[config.mk]
export PLATFORM = sky130hd
export DESIGN_NAME = draw_command_stream_decoder
export DESIGN_NICKNAME = d
export VERILOG_FILES = /design/src/hw/rtl/dcsd_pkg.sv /design/src/hw/rtl/draw_command_stream_decoder.sv
export VERILOG_INCLUDE_DIRS = /design/src /design/src/hw/rtl
export SDC_FILE = /design/constraint.sdc
export NUM_CORES = 1
export LEC_CHECK = 0
export ABC_AREA = 0
export BUFFER_PORTS_ARGS = -buffer_cell sky130_fd_sc_hd__buf_2
export CAP_MARGIN = 20
export CORE_UTILIZATION = 47
export DETAILED_ROUTE_END_ITERATION = 6
export MAX_ROUTING_LAYER = met4
export PLACE_DENSITY_LB_ADDON = 0.05
export RECOVER_POWER = 50
export REMOVE_ABC_BUFFERS = 1
export SLEW_MARGIN = 20
export SYNTH_ARGS = -nofsm -noshare
export SYNTH_HDL_FRONTEND = slang
export SYNTH_SLANG_ARGS = --single-unit
[constraint.sdc]
create_clock -name clk -period 14.97 [get_ports clk]
set_clock_uncertainty 0.1 [all_clocks]
set_input_delay 2.2455 -clock clk [delete_from_list [all_inputs] [get_ports clk]]
set_output_delay 2.2455 -clock clk [all_outputs]
set_load 0.01 [all_outputs]
[src/hw/rtl/draw_command_stream_decoder_defines.svh]
// Assertion macros for the draw command stream decoder.
`ifndef DRAW_COMMAND_STREAM_DECODER_DEFINES_SVH
`define DRAW_COMMAND_STREAM_DECODER_DEFINES_SVH
`ifndef ASSERT_OFF
`define DCSD_ASSERT_NEVER(lbl, cond, msg) \
  lbl: assert property (@(posedge clk) disable iff (rst) !(cond)) else $error(msg);
`define DCSD_ASSERT_IMPLY(lbl, ante, cons, msg) \
  lbl: assert property (@(posedge clk) disable iff (rst) (ante) |-> (cons)) else $error(msg);
`define DCSD_ASSERT_NEXT(lbl, ante, cons, msg) \
  lbl: assert property (@(posedge clk) disable iff (rst) (ante) |=> (cons)) else $error(msg);
`else
`define DCSD_ASSERT_NEVER(lbl, cond, msg)
`define DCSD_ASSERT_IMPLY(lbl, ante, cons, msg)
`define DCSD_ASSERT_NEXT(lbl, ante, cons, msg)
`endif
`endif

[src/hw/rtl/dcsd_pkg.sv]
// Types, codes and helpers for the draw command stream decoder.
`default_nettype none
package dcsd_pkg;

  typedef enum logic [3:0] {
    K_RES   = 4'd0,
    K_BG    = 4'd1,
    K_FG    = 4'd2,
    K_FILL  = 4'd3,
    K_LINE  = 4'd4,
    K_BEGIN = 4'd5,
    K_CELL  = 4'd6,
    K_END   = 4'd7,
    K_SYNC  = 4'd8,
    K_ERR   = 4'd9
  } op_kind_t;

  localparam logic [7:0] OP_SYNC      = 8'h01;
  localparam logic [7:0] OP_RECT      = 8'h10;
  localparam logic [7:0] OP_LIT_H     = 8'h12;
  localparam logic [7:0] OP_LIT_V     = 8'h13;
  localparam logic [7:0] OP_HFILL     = 8'h18;
  localparam logic [7:0] OP_VFILL     = 8'h19;
  localparam logic [7:0] OP_RUN_H     = 8'h22;
  localparam logic [7:0] OP_RUN_V     = 8'h23;
  localparam logic [7:0] RUN_REP_BASE = 8'hA0;
  localparam logic [7:0] GLYPH_FULL   = 8'd255;
  localparam logic [7:0] GLYPH_EMPTY  = 8'd0;
  localparam int unsigned MAX_RES     = 4;
  localparam int unsigned NUM_ARGS    = 5;

  typedef enum logic [8:0] {
    PH_HDR0   = 9'b000000001,
    PH_HDR1   = 9'b000000010,
    PH_HDR2   = 9'b000000100,
    PH_OP     = 9'b000001000,
    PH_ARGS   = 9'b000010000,
    PH_LIT    = 9'b000100000,
    PH_RUNHDR = 9'b001000000,
    PH_RUNVAL = 9'b010000000,
    PH_RUNLIT = 9'b100000000
  } phase_t;

  typedef struct packed {
    op_kind_t    kind;
    logic [8:0]  x;
    logic [8:0]  y;
    logic [7:0]  w;
    logic [7:0]  h;
    logic [7:0]  col;
    logic [7:0]  gl;
    logic        vert;
    logic [6:0]  rep;
  } res_t;

  function automatic res_t make_res(op_kind_t kind, logic [8:0] x, logic [8:0] y,
                                    logic [7:0] w, logic [7:0] h, logic [7:0] col,
                                    logic [7:0] gl, logic vert, logic [6:0] rep);
    res_t r;
    r.kind = kind;
    r.x    = x;
    r.y    = y;
    r.w    = w;
    r.h    = h;
    r.col  = col;
    r.gl   = gl;
    r.vert = vert;
    r.rep  = rep;
    return r;
  endfunction

  // argument bytes per opcode, zero for SYNC and unknown opcodes
  function automatic logic [2:0] args_needed(logic [7:0] op);
    logic [2:0] n;
    case (op)
      OP_RECT, OP_LIT_H, OP_LIT_V: n = 3'd5;
      OP_HFILL, OP_VFILL, OP_RUN_H, OP_RUN_V: n = 3'd4;
      default: n = 3'd0;
    endcase
    return n;
  endfunction

endpackage
`default_nettype wire

[src/hw/rtl/draw_command_stream_decoder.sv]
// Draw command stream decoder: one stream byte in, up to four draw words out.
// Each byte is parsed in the cycle it is accepted; its words appear on the
// output in the next cycle and drain from a 4-entry buffer at one word per
// cycle while out_stall is low. Throughput is one byte per cycle when a byte
// yields at most one word and out_stall is low; more words hold in_stall high.
// Synchronous reset returns the parser to the header and clears colors/halt.
`default_nettype none
`include "draw_command_stream_decoder_defines.svh"
module draw_command_stream_decoder (
  input  wire logic                 clk,
  input  wire logic                 rst,
  input  wire logic                 in_valid,
  output      logic                 in_stall,
  input  wire logic [7:0]           stream_byte,
  output      logic                 out_valid,
  input  wire logic                 out_stall,
  output      logic [3:0]           op_kind,
  output      logic [8:0]           x_pos,
  output      logic [8:0]           y_pos,
  output      logic [7:0]           width_out,
  output      logic [7:0]           height_out,
  output      logic [7:0]           color_index,
  output      logic [7:0]           glyph_index,
  output      logic                 vertical,
  output      logic [6:0]           repeat_count,
  output      logic                 last
);
  import dcsd_pkg::*;

  // parser state
  phase_t     phase, phase_next;
  logic [7:0] opcode, opcode_next;
  logic [7:0] args [NUM_ARGS];
  logic [7:0] args_next [NUM_ARGS];
  logic [7:0] bytes_left, bytes_left_next;
  logic [7:0] bg, bg_next;
  logic [7:0] fg, fg_next;
  logic       invert, invert_next;
  logic       halted, halted_next;

  // result buffer
  res_t       res_buf [MAX_RES];
  logic [2:0] count;
  logic [2:0] rd;

  res_t       r [MAX_RES];
  logic [2:0] cnt;

  logic       in_fire, out_fire;
  logic [2:0] rd_inc;

  logic [2:0] need, idx;
  logic [7:0] left_dec;
  logic [7:0] fw, fh, fc, rbg, rfg;
  logic [7:0] cell_gl;
  logic [8:0] ax1, ay1;

  assign rd_inc    = rd + 3'd1;
  assign out_valid = (rd < count);
  assign out_fire  = out_valid && !out_stall;
  assign in_stall  = out_valid && !(out_fire && (rd_inc == count));
  assign in_fire   = in_valid && !in_stall;

  always_comb begin
    need     = args_needed(opcode);
    idx      = need - bytes_left[2:0];
    left_dec = bytes_left - 8'd1;
    cell_gl  = invert ? ~stream_byte : stream_byte;

    phase_next      = phase;
    opcode_next     = opcode;
    bytes_left_next = bytes_left;
    bg_next         = bg;
    fg_next         = fg;
    invert_next     = invert;
    halted_next     = halted;
    for (int i = 0; i < NUM_ARGS; i++) begin
      args_next[i] = args[i];
    end
    for (int i = 0; i < MAX_RES; i++) begin
      r[i] = '0;
    end
    cnt = 3'd0;
    fw  = 8'd0;
    fh  = 8'd0;
    fc  = 8'd0;
    rbg = 8'd0;
    rfg = 8'd0;
    ax1 = 9'd0;
    ay1 = 9'd0;

    if (!halted) begin
      case (phase)
        PH_HDR0: phase_next = PH_HDR1;
        PH_HDR1: begin
          args_next[0] = stream_byte;
          phase_next   = PH_HDR2;
        end
        PH_HDR2: begin
          r[cnt[1:0]] = make_res(K_RES, 9'd0, 9'd0, args[0], stream_byte, 8'd0, 8'd0,
                                 1'b0, 7'd0);
          cnt = cnt + 3'd1;
          phase_next = PH_OP;
        end
        PH_OP: begin
          opcode_next = stream_byte;
          if (stream_byte == OP_SYNC) begin
            r[cnt[1:0]] = make_res(K_SYNC, 9'd0, 9'd0, 8'd0, 8'd0, 8'd0, 8'd0, 1'b0, 7'd0);
            cnt = cnt + 3'd1;
          end else if (args_needed(stream_byte) == 3'd0) begin
            r[cnt[1:0]] = make_res(K_ERR, 9'd0, 9'd0, 8'd0, 8'd0, 8'd0, 8'd0, 1'b0, 7'd0);
            cnt = cnt + 3'd1;
            halted_next = 1'b1;
          end else begin
            bytes_left_next = {5'd0, args_needed(stream_byte)};
            phase_next      = PH_ARGS;
          end
        end
        PH_ARGS: begin
          if (idx < 3'd5) args_next[idx] = stream_byte;
          bytes_left_next = left_dec;
          if (left_dec == 8'd0) begin
            ax1 = {1'b0, args_next[0]} + 9'd1;
            ay1 = {1'b0, args_next[1]} + 9'd1;
            if (opcode == OP_RECT || opcode == OP_HFILL || opcode == OP_VFILL) begin
              // fill family: pick size and color per opcode
              if (opcode == OP_RECT) begin
                fw = args_next[2];
                fh = args_next[3];
                fc = args_next[4];
              end else if (opcode == OP_HFILL) begin
                fw = args_next[2];
                fh = 8'd1;
                fc = args_next[3];
              end else begin
                fw = 8'd1;
                fh = args_next[2];
                fc = args_next[3];
              end
              if (fg != fc && bg != fc) begin
                r[cnt[1:0]] = make_res(K_BG, 9'd0, 9'd0, 8'd0, 8'd0, fc, 8'd0, 1'b0, 7'd0);
                cnt = cnt + 3'd1;
                bg_next = fc;
              end
              if (fw >= 8'd2 && fh >= 8'd2) begin
                r[cnt[1:0]] = make_res(K_FILL, ax1, ay1, fw, fh, 8'd0,
                                       (fg == fc) ? GLYPH_FULL : GLYPH_EMPTY, 1'b0, 7'd0);
              end else if (fw > 8'd1) begin
                r[cnt[1:0]] = make_res(K_LINE, ax1, ay1, fw, 8'd0, 8'd0,
                                       (fg == fc) ? GLYPH_FULL : GLYPH_EMPTY, 1'b0, 7'd0);
              end else begin
                r[cnt[1:0]] = make_res(K_LINE, ax1, ay1, fh, 8'd0, 8'd0,
                                       (fg == fc) ? GLYPH_FULL : GLYPH_EMPTY, 1'b1, 7'd0);
              end
              cnt = cnt + 3'd1;
              phase_next = PH_OP;
            end else begin
              // glyph rows: literal rows carry a width byte before the colors
              if (opcode == OP_LIT_H || opcode == OP_LIT_V) begin
                rbg = args_next[3];
                rfg = args_next[4];
              end else begin
                rbg = args_next[2];
                rfg = args_next[3];
              end
              invert_next = 1'b0;
              if (rbg == bg && rfg == fg) begin
                invert_next = 1'b0;
              end else if (rbg == fg && rfg == bg) begin
                invert_next = 1'b1;
              end else if (rbg == bg) begin
                r[cnt[1:0]] = make_res(K_FG, 9'd0, 9'd0, 8'd0, 8'd0, rfg, 8'd0, 1'b0, 7'd0);
                cnt = cnt + 3'd1;
                fg_next = rfg;
              end else if (rfg == bg) begin
                r[cnt[1:0]] = make_res(K_FG, 9'd0, 9'd0, 8'd0, 8'd0, rbg, 8'd0, 1'b0, 7'd0);
                cnt = cnt + 3'd1;
                fg_next     = rbg;
                invert_next = 1'b1;
              end else if (rfg == fg) begin
                r[cnt[1:0]] = make_res(K_BG, 9'd0, 9'd0, 8'd0, 8'd0, rbg, 8'd0, 1'b0, 7'd0);
                cnt = cnt + 3'd1;
                bg_next = rbg;
              end else if (rbg == fg) begin
                r[cnt[1:0]] = make_res(K_BG, 9'd0, 9'd0, 8'd0, 8'd0, rfg, 8'd0, 1'b0, 7'd0);
                cnt = cnt + 3'd1;
                bg_next     = rfg;
                invert_next = 1'b1;
              end else begin
                r[cnt[1:0]] = make_res(K_BG, 9'd0, 9'd0, 8'd0, 8'd0, rbg, 8'd0, 1'b0, 7'd0);
                cnt = cnt + 3'd1;
                r[cnt[1:0]] = make_res(K_FG, 9'd0, 9'd0, 8'd0, 8'd0, rfg, 8'd0, 1'b0, 7'd0);
                cnt = cnt + 3'd1;
                bg_next = rbg;
                fg_next = rfg;
              end
              r[cnt[1:0]] = make_res(K_BEGIN, ax1, ay1, 8'd0, 8'd0, 8'd0, 8'd0, opcode[0],
                                     7'd0);
              cnt = cnt + 3'd1;
              if (opcode == OP_LIT_H || opcode == OP_LIT_V) begin
                if (args_next[2] == 8'd0) begin
                  r[cnt[1:0]] = make_res(K_END, 9'd0, 9'd0, 8'd0, 8'd0, 8'd0, 8'd0, 1'b0,
                                         7'd0);
                  cnt = cnt + 3'd1;
                  phase_next = PH_OP;
                end else begin
                  bytes_left_next = args_next[2];
                  phase_next      = PH_LIT;
                end
              end else begin
                phase_next = PH_RUNHDR;
              end
            end
          end
        end
        PH_LIT: begin
          r[cnt[1:0]] = make_res(K_CELL, 9'd0, 9'd0, 8'd0, 8'd0, 8'd0, cell_gl, 1'b0, 7'd1);
          cnt = cnt + 3'd1;
          bytes_left_next = left_dec;
          if (left_dec == 8'd0) begin
            r[cnt[1:0]] = make_res(K_END, 9'd0, 9'd0, 8'd0, 8'd0, 8'd0, 8'd0, 1'b0, 7'd0);
            cnt = cnt + 3'd1;
            phase_next = PH_OP;
          end
        end
        PH_RUNHDR: begin
          if (stream_byte == 8'd0) begin
            r[cnt[1:0]] = make_res(K_END, 9'd0, 9'd0, 8'd0, 8'd0, 8'd0, 8'd0, 1'b0, 7'd0);
            cnt = cnt + 3'd1;
            phase_next = PH_OP;
          end else if (stream_byte > RUN_REP_BASE) begin
            bytes_left_next = stream_byte - RUN_REP_BASE;
            phase_next      = PH_RUNVAL;
          end else begin
            bytes_left_next = stream_byte;
            phase_next      = PH_RUNLIT;
          end
        end
        PH_RUNVAL: begin
          r[cnt[1:0]] = make_res(K_CELL, 9'd0, 9'd0, 8'd0, 8'd0, 8'd0, cell_gl, 1'b0,
                                 bytes_left[6:0]);
          cnt = cnt + 3'd1;
          phase_next = PH_RUNHDR;
        end
        PH_RUNLIT: begin
          r[cnt[1:0]] = make_res(K_CELL, 9'd0, 9'd0, 8'd0, 8'd0, 8'd0, cell_gl, 1'b0, 7'd1);
          cnt = cnt + 3'd1;
          bytes_left_next = left_dec;
          if (left_dec == 8'd0) phase_next = PH_RUNHDR;
        end
        default: phase_next = PH_OP;
      endcase
    end
  end

  always_ff @(posedge clk) begin
    if (rst) begin
      phase      <= PH_HDR0;
      opcode     <= 8'd0;
      bytes_left <= 8'd0;
      bg         <= 8'd0;
      fg         <= 8'd0;
      invert     <= 1'b0;
      halted     <= 1'b0;
      for (int i = 0; i < NUM_ARGS; i++) begin
        args[i] <= 8'd0;
      end
    end else if (in_fire) begin
      phase      <= phase_next;
      opcode     <= opcode_next;
      bytes_left <= bytes_left_next;
      bg         <= bg_next;
      fg         <= fg_next;
      invert     <= invert_next;
      halted     <= halted_next;
      for (int i = 0; i < NUM_ARGS; i++) begin
        args[i] <= args_next[i];
      end
    end
  end

  always_ff @(posedge clk) begin
    if (rst) begin
      count <= 3'd0;
      rd    <= 3'd0;
    end else if (in_fire) begin
      count <= cnt;
      rd    <= 3'd0;
    end else if (out_fire) begin
      if (rd_inc == count) begin
        count <= 3'd0;
        rd    <= 3'd0;
      end else begin
        rd <= rd_inc;
      end
    end
  end

  always_ff @(posedge clk) begin
    if (in_fire) begin
      for (int i = 0; i < MAX_RES; i++) begin
        res_buf[i] <= r[i];
      end
    end
  end

  assign op_kind      = res_buf[rd[1:0]].kind;
  assign x_pos        = res_buf[rd[1:0]].x;
  assign y_pos        = res_buf[rd[1:0]].y;
  assign width_out    = res_buf[rd[1:0]].w;
  assign height_out   = res_buf[rd[1:0]].h;
  assign color_index  = res_buf[rd[1:0]].col;
  assign glyph_index  = res_buf[rd[1:0]].gl;
  assign vertical     = res_buf[rd[1:0]].vert;
  assign repeat_count = res_buf[rd[1:0]].rep;
  assign last         = (rd_inc == count);

  `DCSD_ASSERT_NEVER(a_count_range, count > 3'd4, "result count above buffer depth")
  `DCSD_ASSERT_IMPLY(a_no_overrun, in_fire, (count - rd) <= 3'd1, "byte taken over pending words")
  `DCSD_ASSERT_NEXT(a_halt_sticky, halted, halted, "halt cleared without reset")
  `DCSD_ASSERT_NEXT(a_words_shown, in_fire && cnt != 3'd0, out_valid, "words not presented")

endmodule
`default_nettype wire

-- After elaboration in Yosys (flattened, before gate mapping)
Memories as Yosys holds them, arrays and structs flattened. A register that Yosys moved wholly into a read port is not among the register bits.
Cells that the tools add are included.
- add/sub/neg operators: 9
- order comparisons: 14
- equality and inequality tests: 45
- muxes and demuxes: 170
- bitwise operators: 17
- reduce and logical (&&, ||, !) cells: 39
- operators by type and width (cell ; number):
    248-bit two-way mux ; 7
    248-bit bitwise mux ; 4
    124-bit two-way mux ; 7
    62-bit two-way mux ; 10
    8-bit two-way mux ; 55
    62-bit demux with 2-bit select ; 3
    62-bit case mux with 6 select lines ; 1
    60-bit two-way mux ; 5
    236-bit bitwise AND ; 1
    236-bit NOT ; 1
    40-bit two-way mux ; 4
    62-bit case mux with 2 select lines ; 1
    61-bit two-way mux ; 2
    8-bit by 5-bit equality test with 1-bit output, second input constant ; 10
    9-bit two-way mux ; 8
    9-bit case mux with 8 select lines ; 1
    3-bit two-way mux ; 20
    59-bit two-way mux ; 1
    24-bit two-way mux ; 2
    40-bit bitwise mux ; 1
    8-bit equality test ; 5
    8-bit by 6-bit equality test with 1-bit output, second input constant ; 4
    32-bit two-way mux ; 1
    8-bit case mux with 4 select lines ; 1
    59 further kinds ; 139
- flip-flop bits (word level): 49
- bits in writable memories: 288
- input bits: 12
- output and inout port bits: 65
- logic and storage cells: 305
- memories kept: 2
- memory list (name ; depth ; bits a word ; rd ports ; clocked after memory_dff ; write ports ; line ; text):
    res_buf ; 4 ; 62 ; 1 ; 1 ; 4 ; draw_command_stream_decoder.sv:42 ; res_t res_buf [MAX_RES];
    args ; 5 ; 8 ; 5 ; 0 ; 5 ; draw_command_stream_decoder.sv:33 ; logic [7:0] args [NUM_ARGS];

-- Longest topological paths before layout
Gate-level depths: netlist of the first run.
- depth after elaboration: 43
- gate-level depth with buffers: 28
- gate-level depth less buffers: 24

-- Worst setup path after synthesis of the first run
OpenSTA, ideal clock, no wires.
- path kind: input-to-reg
- start: input out_stall
- end: memory args[0][1], data pin
- library setup time: 167 ps
- data arrival time: 6523 ps
- data required time: 14703 ps
- path slack: 8180 ps
- stages: 7
- path buffers: 1
- path through: inv_1 > a21oi_1 > nand2b_1 > inv_1 > nand2b_1 > clkbuf_1 > a211oi_1
- RTL lines (what ; line ; text):
    start, declared ; draw_command_stream_decoder.sv:16 ; input wire logic out_stall,
    end, declared ; draw_command_stream_decoder.sv:33 ;

==> impl_metrics.ini, run 1 <==
[status]
status = complete, but fails checks
violations = DRC, capacitance limit, slew limit

[power]
p_per_area_nw_per_um2 = 105.7
power_uw = 1732
ir_drop_v = 0.00009244
p_leak_uw = 0.005776

[global_routing]
grt_pass1_wl_um = 73310
grt_use_total_pct = 31.69
grt_overflow = 0
antenna_found_initial = 1
grt_pass1_vias = 11880
grt_max_degree = 84

[timing]
maxSlewHeadroom_pct = -175.4
clock.fmax_mhz = 119.1
finalCritPeriodShare_pct = 56.09
hold_viol_final = 0
setup_slack_ns = 6.574
grt_setup_unrepaired = false
worst_pin_slew_ns = 4.131
finalSetupTns_ns = 0
drv_slew = 366
period_needed_ns = 8.396
setup_viol = 0

[clocking]
clock_path_buffers = 3
cts_made_buffers = 28
clkSinkCount = 242
clk_latency_ns = 0.55
cts_tree = yes
ctsHoldBuffers = 0
cts_max_level = 1
clkTransAtPathRegs_ns = 0.07
cts_resized = 0
cts-root-buf = clkbuf_16
postCtsSetupRepairBufs = 0

[setup_path]
cp.required_ns = 14.62
worstSetupStartpointType = primary input
slowest_stage = clkinvlp_2
endpoint_kind = register
rr_worst_depth = 21
cp_data_arrival_time_ns = 8.05
cp_cell_sequence = buf_2, inv_1, a21oi_1, nand2b_1, clkinvlp_2, clkbuf_1
worst-path-max-fanout = 83
timing.rr.end = res_buf[3][41]
critPathMaxStageDelay_ns = 3.04
reg2reg_from = opcode[1]
critPathKind = in2reg
r2r_setup_slack_ns = 6.97

[placement]
placed_cell_area_um2 = 15350
dpl.hpwl_um = 33420
dp_slack_ns = 7.117
port_buffers = 76
gp_congestion = 0.9754

[run]
maxCapViolations = 8

[synth]
yosys_warnings = 0
synth-seq-cells = 242
synth.yosys.seq_area_share_pct = 46.13
synth_top_area_share_pct = 39.16
synth.area.top_cells = edfxtp_1 39%, dfxtp_1 7.0%, nor2_1 6.8%
synth_cells = 1513
synth_edf_count = 191
synthFlopType = edfxtp_1
syn_area_um2 = 14650
synth_cell_types = 97
yosysMostFrequentCell = nor2_1
yosys-top-cells-count = 266 x nor2_1, 191 x edfxtp_1, 103 x nand2_1
synth_top_area_cell = edfxtp_1
async_flop_share_pct = 0
synth.avg_cell_area_um2 = 9.681

[floorplan]
core_um2 = 30590
die_x_um = 178.5
die_area_um2 = 31870
rows = 64
start_util_pct = 47.89
die_h_um = 178.5
ios = 77

[cells_and_area]
multi_input_comb_area_um2 = 7340
postLayoutCoreUtil_pct = 53.54
syn_to_final_growth_pct = 11.81
register_area_um2 = 6758
nFillCells = 2873
antenna_cells = 0
drive_gt1_share_pct = 12.42
nets = 1580
final_cell_area_um2 = 16380

[worst_hold_path]
worstHoldPathType = reg2reg
hold_depth = 2
worstHoldEndpoint = bytes_left[7]
hp-start = bytes_left[7]

[route]
ant_nets = 0
drc = 34
drt-pass1-iter-count = 7
drt_wl_total_um = 48650
dr_total_vias = 12620
wire_per_inst_um = 24.74
drtIter0Drc = 1467
vias_per_cell = 6.420
==> worst max-delay path: cells and delay by family <==
kind / cells / cell delay, ns
AOI/OAI and AO/OA: 1 / 0.15
and+or+nand+nor: 1 / 0.22
buffers and inverters: 4 / 5.27
==> layout make-up <==
cell class	count	share of cell area (%)
Inverter	47	1.085
Clock buffer	32	4.622
Multi-Input combinational cell	1126	44.82
Timing Repair Buffer	103	3.262
Clock inverter	20	1.925
Sequential cell	242	41.26
Tap cell	396	3.025
==> cell usage in the layout, fill, tap and decap left out, drive strengths merged, types with 15 or more instances in the layout <==
cell / n
nand3: 35
dfxtp: 51
nor3: 50
a21oi: 103
mux4: 22
clkbuf: 57
xor2: 27
nor2: 266
nand2b: 36
and2: 18
inv: 47
mux2i: 77
o21ai: 39
and3: 15
buf: 78
o22ai: 39
xnor2: 26
nand2: 104
edfxtp: 191
ha: 20
==> how the worst max path moves through the flow <==
stage                     slack, ns        endpoint      start
after global placement         6.96  res_buf[0][19]  opcode[1]
after global routing           6.11  res_buf[1][57]  out_stall
after detailed placement       7.12  res_buf[3][51]  opcode[1]
after CTS                      7.12  res_buf[3][51]  opcode[1]
after floorplan                6.94      args[0][1]  out_stall
final                          6.57  res_buf[0][48]  out_stall
==> logic make-up (layout without fill, tap and decap cells) <==
| family | Yosys count | in the layout | synth area share, % |
|---|---|---|---|
| simple gates | 609 | 609 | 19.75 |
| xor+xnor | 53 | 53 | 3.169 |
| flops | 242 | 242 | 46.13 |
| other cells | 1 | 1 | 0.02560 |
| compound gates | 335 | 335 | 15.94 |
| fa+ha+maj | 20 | 20 | 1.708 |
| mux | 108 | 108 | 9.336 |
| buf+inv | 145 | 202 | 3.946 |
==> per-layer routing <==
metal | part of all wire [%] | up-vias | track usage, %
li1 | - | 5701 | -
met1 | 43 | 6141 | 42.57
met2 | 45 | 629 | 48.32
met3 | 7.9 | 151 | 4.561
met4 | 3.9 | 0 | 12.15
met5 | 0 | - | -
==> registers in the layout, summed over array words and instances (netlist names), named ones only <==
name	cells
args	40
bg	8
bytes_left	8
count	3
fg	8
halted	1
invert	1
opcode	8
phase	9
rd	3
res_buf	151
==> where the power goes <==
| part | internal, uW | switching, uW |
|---|---|---|
| sequential | 750 | 17.4 |
| clock | 488 | 295 |
| combinational | 56.4 | 125 |
| total | 1290 | 438 |
==> through the flow <==
step	hold slack, ns	cells
4_1_cts	0.4248	1965
5_1_grt	0.4389	1966
3_5_place_dp	0.4127	1913
3_3_place_gp	0.4084	1913
6_report	0.4246	1966
2_1_floorplan	0.3719	1415
No activity file was read; power rests on OpenSTA's default activity.
==> run 2: changes to the inputs <==
==> constraint.sdc (replaced) <==
create_clock -name clk -period 8.43 [get_ports clk]
set_clock_uncertainty 0.1 [all_clocks]
set_input_delay 1.2645 -clock clk [delete_from_list [all_inputs] [get_ports clk]]
set_output_delay 1.2645 -clock clk [all_outputs]
set_load 0.01 [all_outputs]
==> run 2 against run 1 <==
Effect of this change: the flow still finishes with violations (DRC, capacitance limit, slew limit); sequential power grew 77%; first-iteration DRC count is 2.0% lower; wire length shrank 0.44%; via count is 0.41% higher; register-to-register slack lost 5.9 ns; die area stayed put; sequential share of layout area grew 0.20 points; core utilization is 0.25 points lower; cell count rose by 0.25%; global-route usage decreased by 0.14 points; non-clock buffer count increased by 8; clock-buffer cell count up 1; critical path type is now reg2reg; largest cell class unchanged.
==> impl_metrics.ini, run 2 (synthesis results as in run 1) <==
[status]
status = complete, but fails checks
violations = DRC, capacitance limit, slew limit

[clocking]
cts_max_level = 1
clk_latency_ns = 0.55
cts_made_buffers = 27
cts_tree = yes
clock_path_buffers = 3
ctsHoldBuffers = 0
cts_resized = 0
cts-root-buf = clkbuf_16
clkTransAtPathRegs_ns = 0.06
clkSinkCount = 242
postCtsSetupRepairBufs = 0

[global_routing]
grt_pass1_wl_um = 73290
grt_use_total_pct = 31.55
grt_pass1_vias = 11980
antenna_found_initial = 0
grt_max_degree = 81
grt_overflow = 0

[cells_and_area]
finalNonFillerCells = 1971
antenna_cells = 0
nFillCells = 2882
syn_to_final_growth_pct = 11.28
top_regs = res_buf (151), args (40), phase (9)
layout_common_cells = 266 x nor2_1, 191 x edfxtp_1, 103 x nand2_1
top_register = res_buf
nets = 1587
largest_reg_flops = 151
layout_commonest_cell = nor2_1
drive_gt1_share_pct = 11.17

[power]
p_per_area_nw_per_um2 = 182.0
ir_drop_v = 0.0001383
power_uw = 2967
p_leak_uw = 0.005719

[route]
drtIter0Drc = 1438
wire_per_inst_um = 24.57
dr_total_vias = 12670
vias_per_cell = 6.430
ant_nets = 0
drt-pass1-iter-count = 7
drc = 14
drt_wl_total_um = 48430

[setup_path]
cp_data_arrival_time_ns = 7.56
cp.required_ns = 8.58
endpoint_kind = register
worst-path-max-fanout = 19
critPathKind = reg2reg
worstSetupStartpointType = register

[run]
maxCapViolations = 5

[worst_hold_path]
worstHoldPathType = reg2reg

[placement]
gp_congestion = 0.9728
placed_cells = 1922
port_buffers = 76
dpl.hpwl_um = 33700

[timing]
whs_ns = 0.4252
hold_viol_final = 0
drv_slew = 255
grt_setup_unrepaired = false
finalCritPeriodShare_pct = 87.90
maxSlewHeadroom_pct = -132.4
finalSetupTns_ns = 0
clock.fmax_mhz = 135.0
period_needed_ns = 7.410
worst_pin_slew_ns = 3.486
setup_viol = 0

[floorplan]
die_x_um = 178.5
die_h_um = 178.5
start_util_pct = 47.89
rows = 64
ios = 77
die_area_um2 = 31870
core_um2 = 30590
## run 2: cell types whose count changed in the layout (fill, tap and decap cells not counted), sizes merged
cell / before / now
clkbuf: 57 / 70
inv: 47 / 44
clkinv: 8 / 11
buf: 78 / 74
clkinvlp: 5 / 1
## run 2: per-layer routing
metal  GRT usage [%]  up-vias  routed length (um)
met3           3.559      144                3983
met2           47.08      667               21160
li1                -     5715                   -
met1           43.66     6148               21040
met5               -        -                   0
met4           12.68        0                2254
## run 2: layout make-up
type	instances	area, um^2	area share [%]
multi-input cells	1126	7328	44.96
flip-flops and latches	242	6758	41.46
clock buffers	33	698.2	4.283
repair buffers	111	590.6	3.623
well taps	396	495.5	3.040
clock inverters	16	251.5	1.543
inverters	47	177.7	1.090
## run 2: final timing paths
| path | slack (ns) | endpoint | start | cells after the start |
|---|---|---|---|---|
| min | 0.43 | bytes_left[7] | bytes_left[7] | 2 |
| max | 1.02 | res_buf[2][52] | opcode[1] | 21 |
| max reg2reg | 1.02 | res_buf[2][52] | opcode[1] | 21 |
| min reg2reg | 0.43 | bytes_left[7] | bytes_left[7] | 2 |
## run 2: stage by stage
step	utilization [%]	instance area, um^2	setup WS [ns]
CTS	53.48	16360	1.208
global route	53.28	16300	0.6420
detailed placement	50.38	15410	1.215
floorplan	-	14250	1.294
finish	53.28	16300	1.020
global placement	50.38	15410	1.430
## run 2: report_power, final
part	internal, uW	switching [uW]
combinational	102	220
sequential	1330	31.7
clock	798	485
total	2230	737
## run 2: worst max-delay path, cell delays in order, from the launching register on
cell	delay (ns)
dfxtp_1	0.34
nor4_1	0.36
nand3_1	0.35
nor2_1	0.50
nor2_1	0.09
ha_1	0.20
inv_1	0.05
ha_1	0.14
xor2_1	0.12
nor4_2	0.63
a211o_1	0.18
buf_4	0.22
a21oi_1	0.30
a222oi_1	0.81
o22ai_1	0.24
or4_4	0.53
o2111ai_2	0.40
nor2b_2	0.35
inv_1	0.15
ha_1	0.22
nand3_1	0.74
nor2_1	0.07
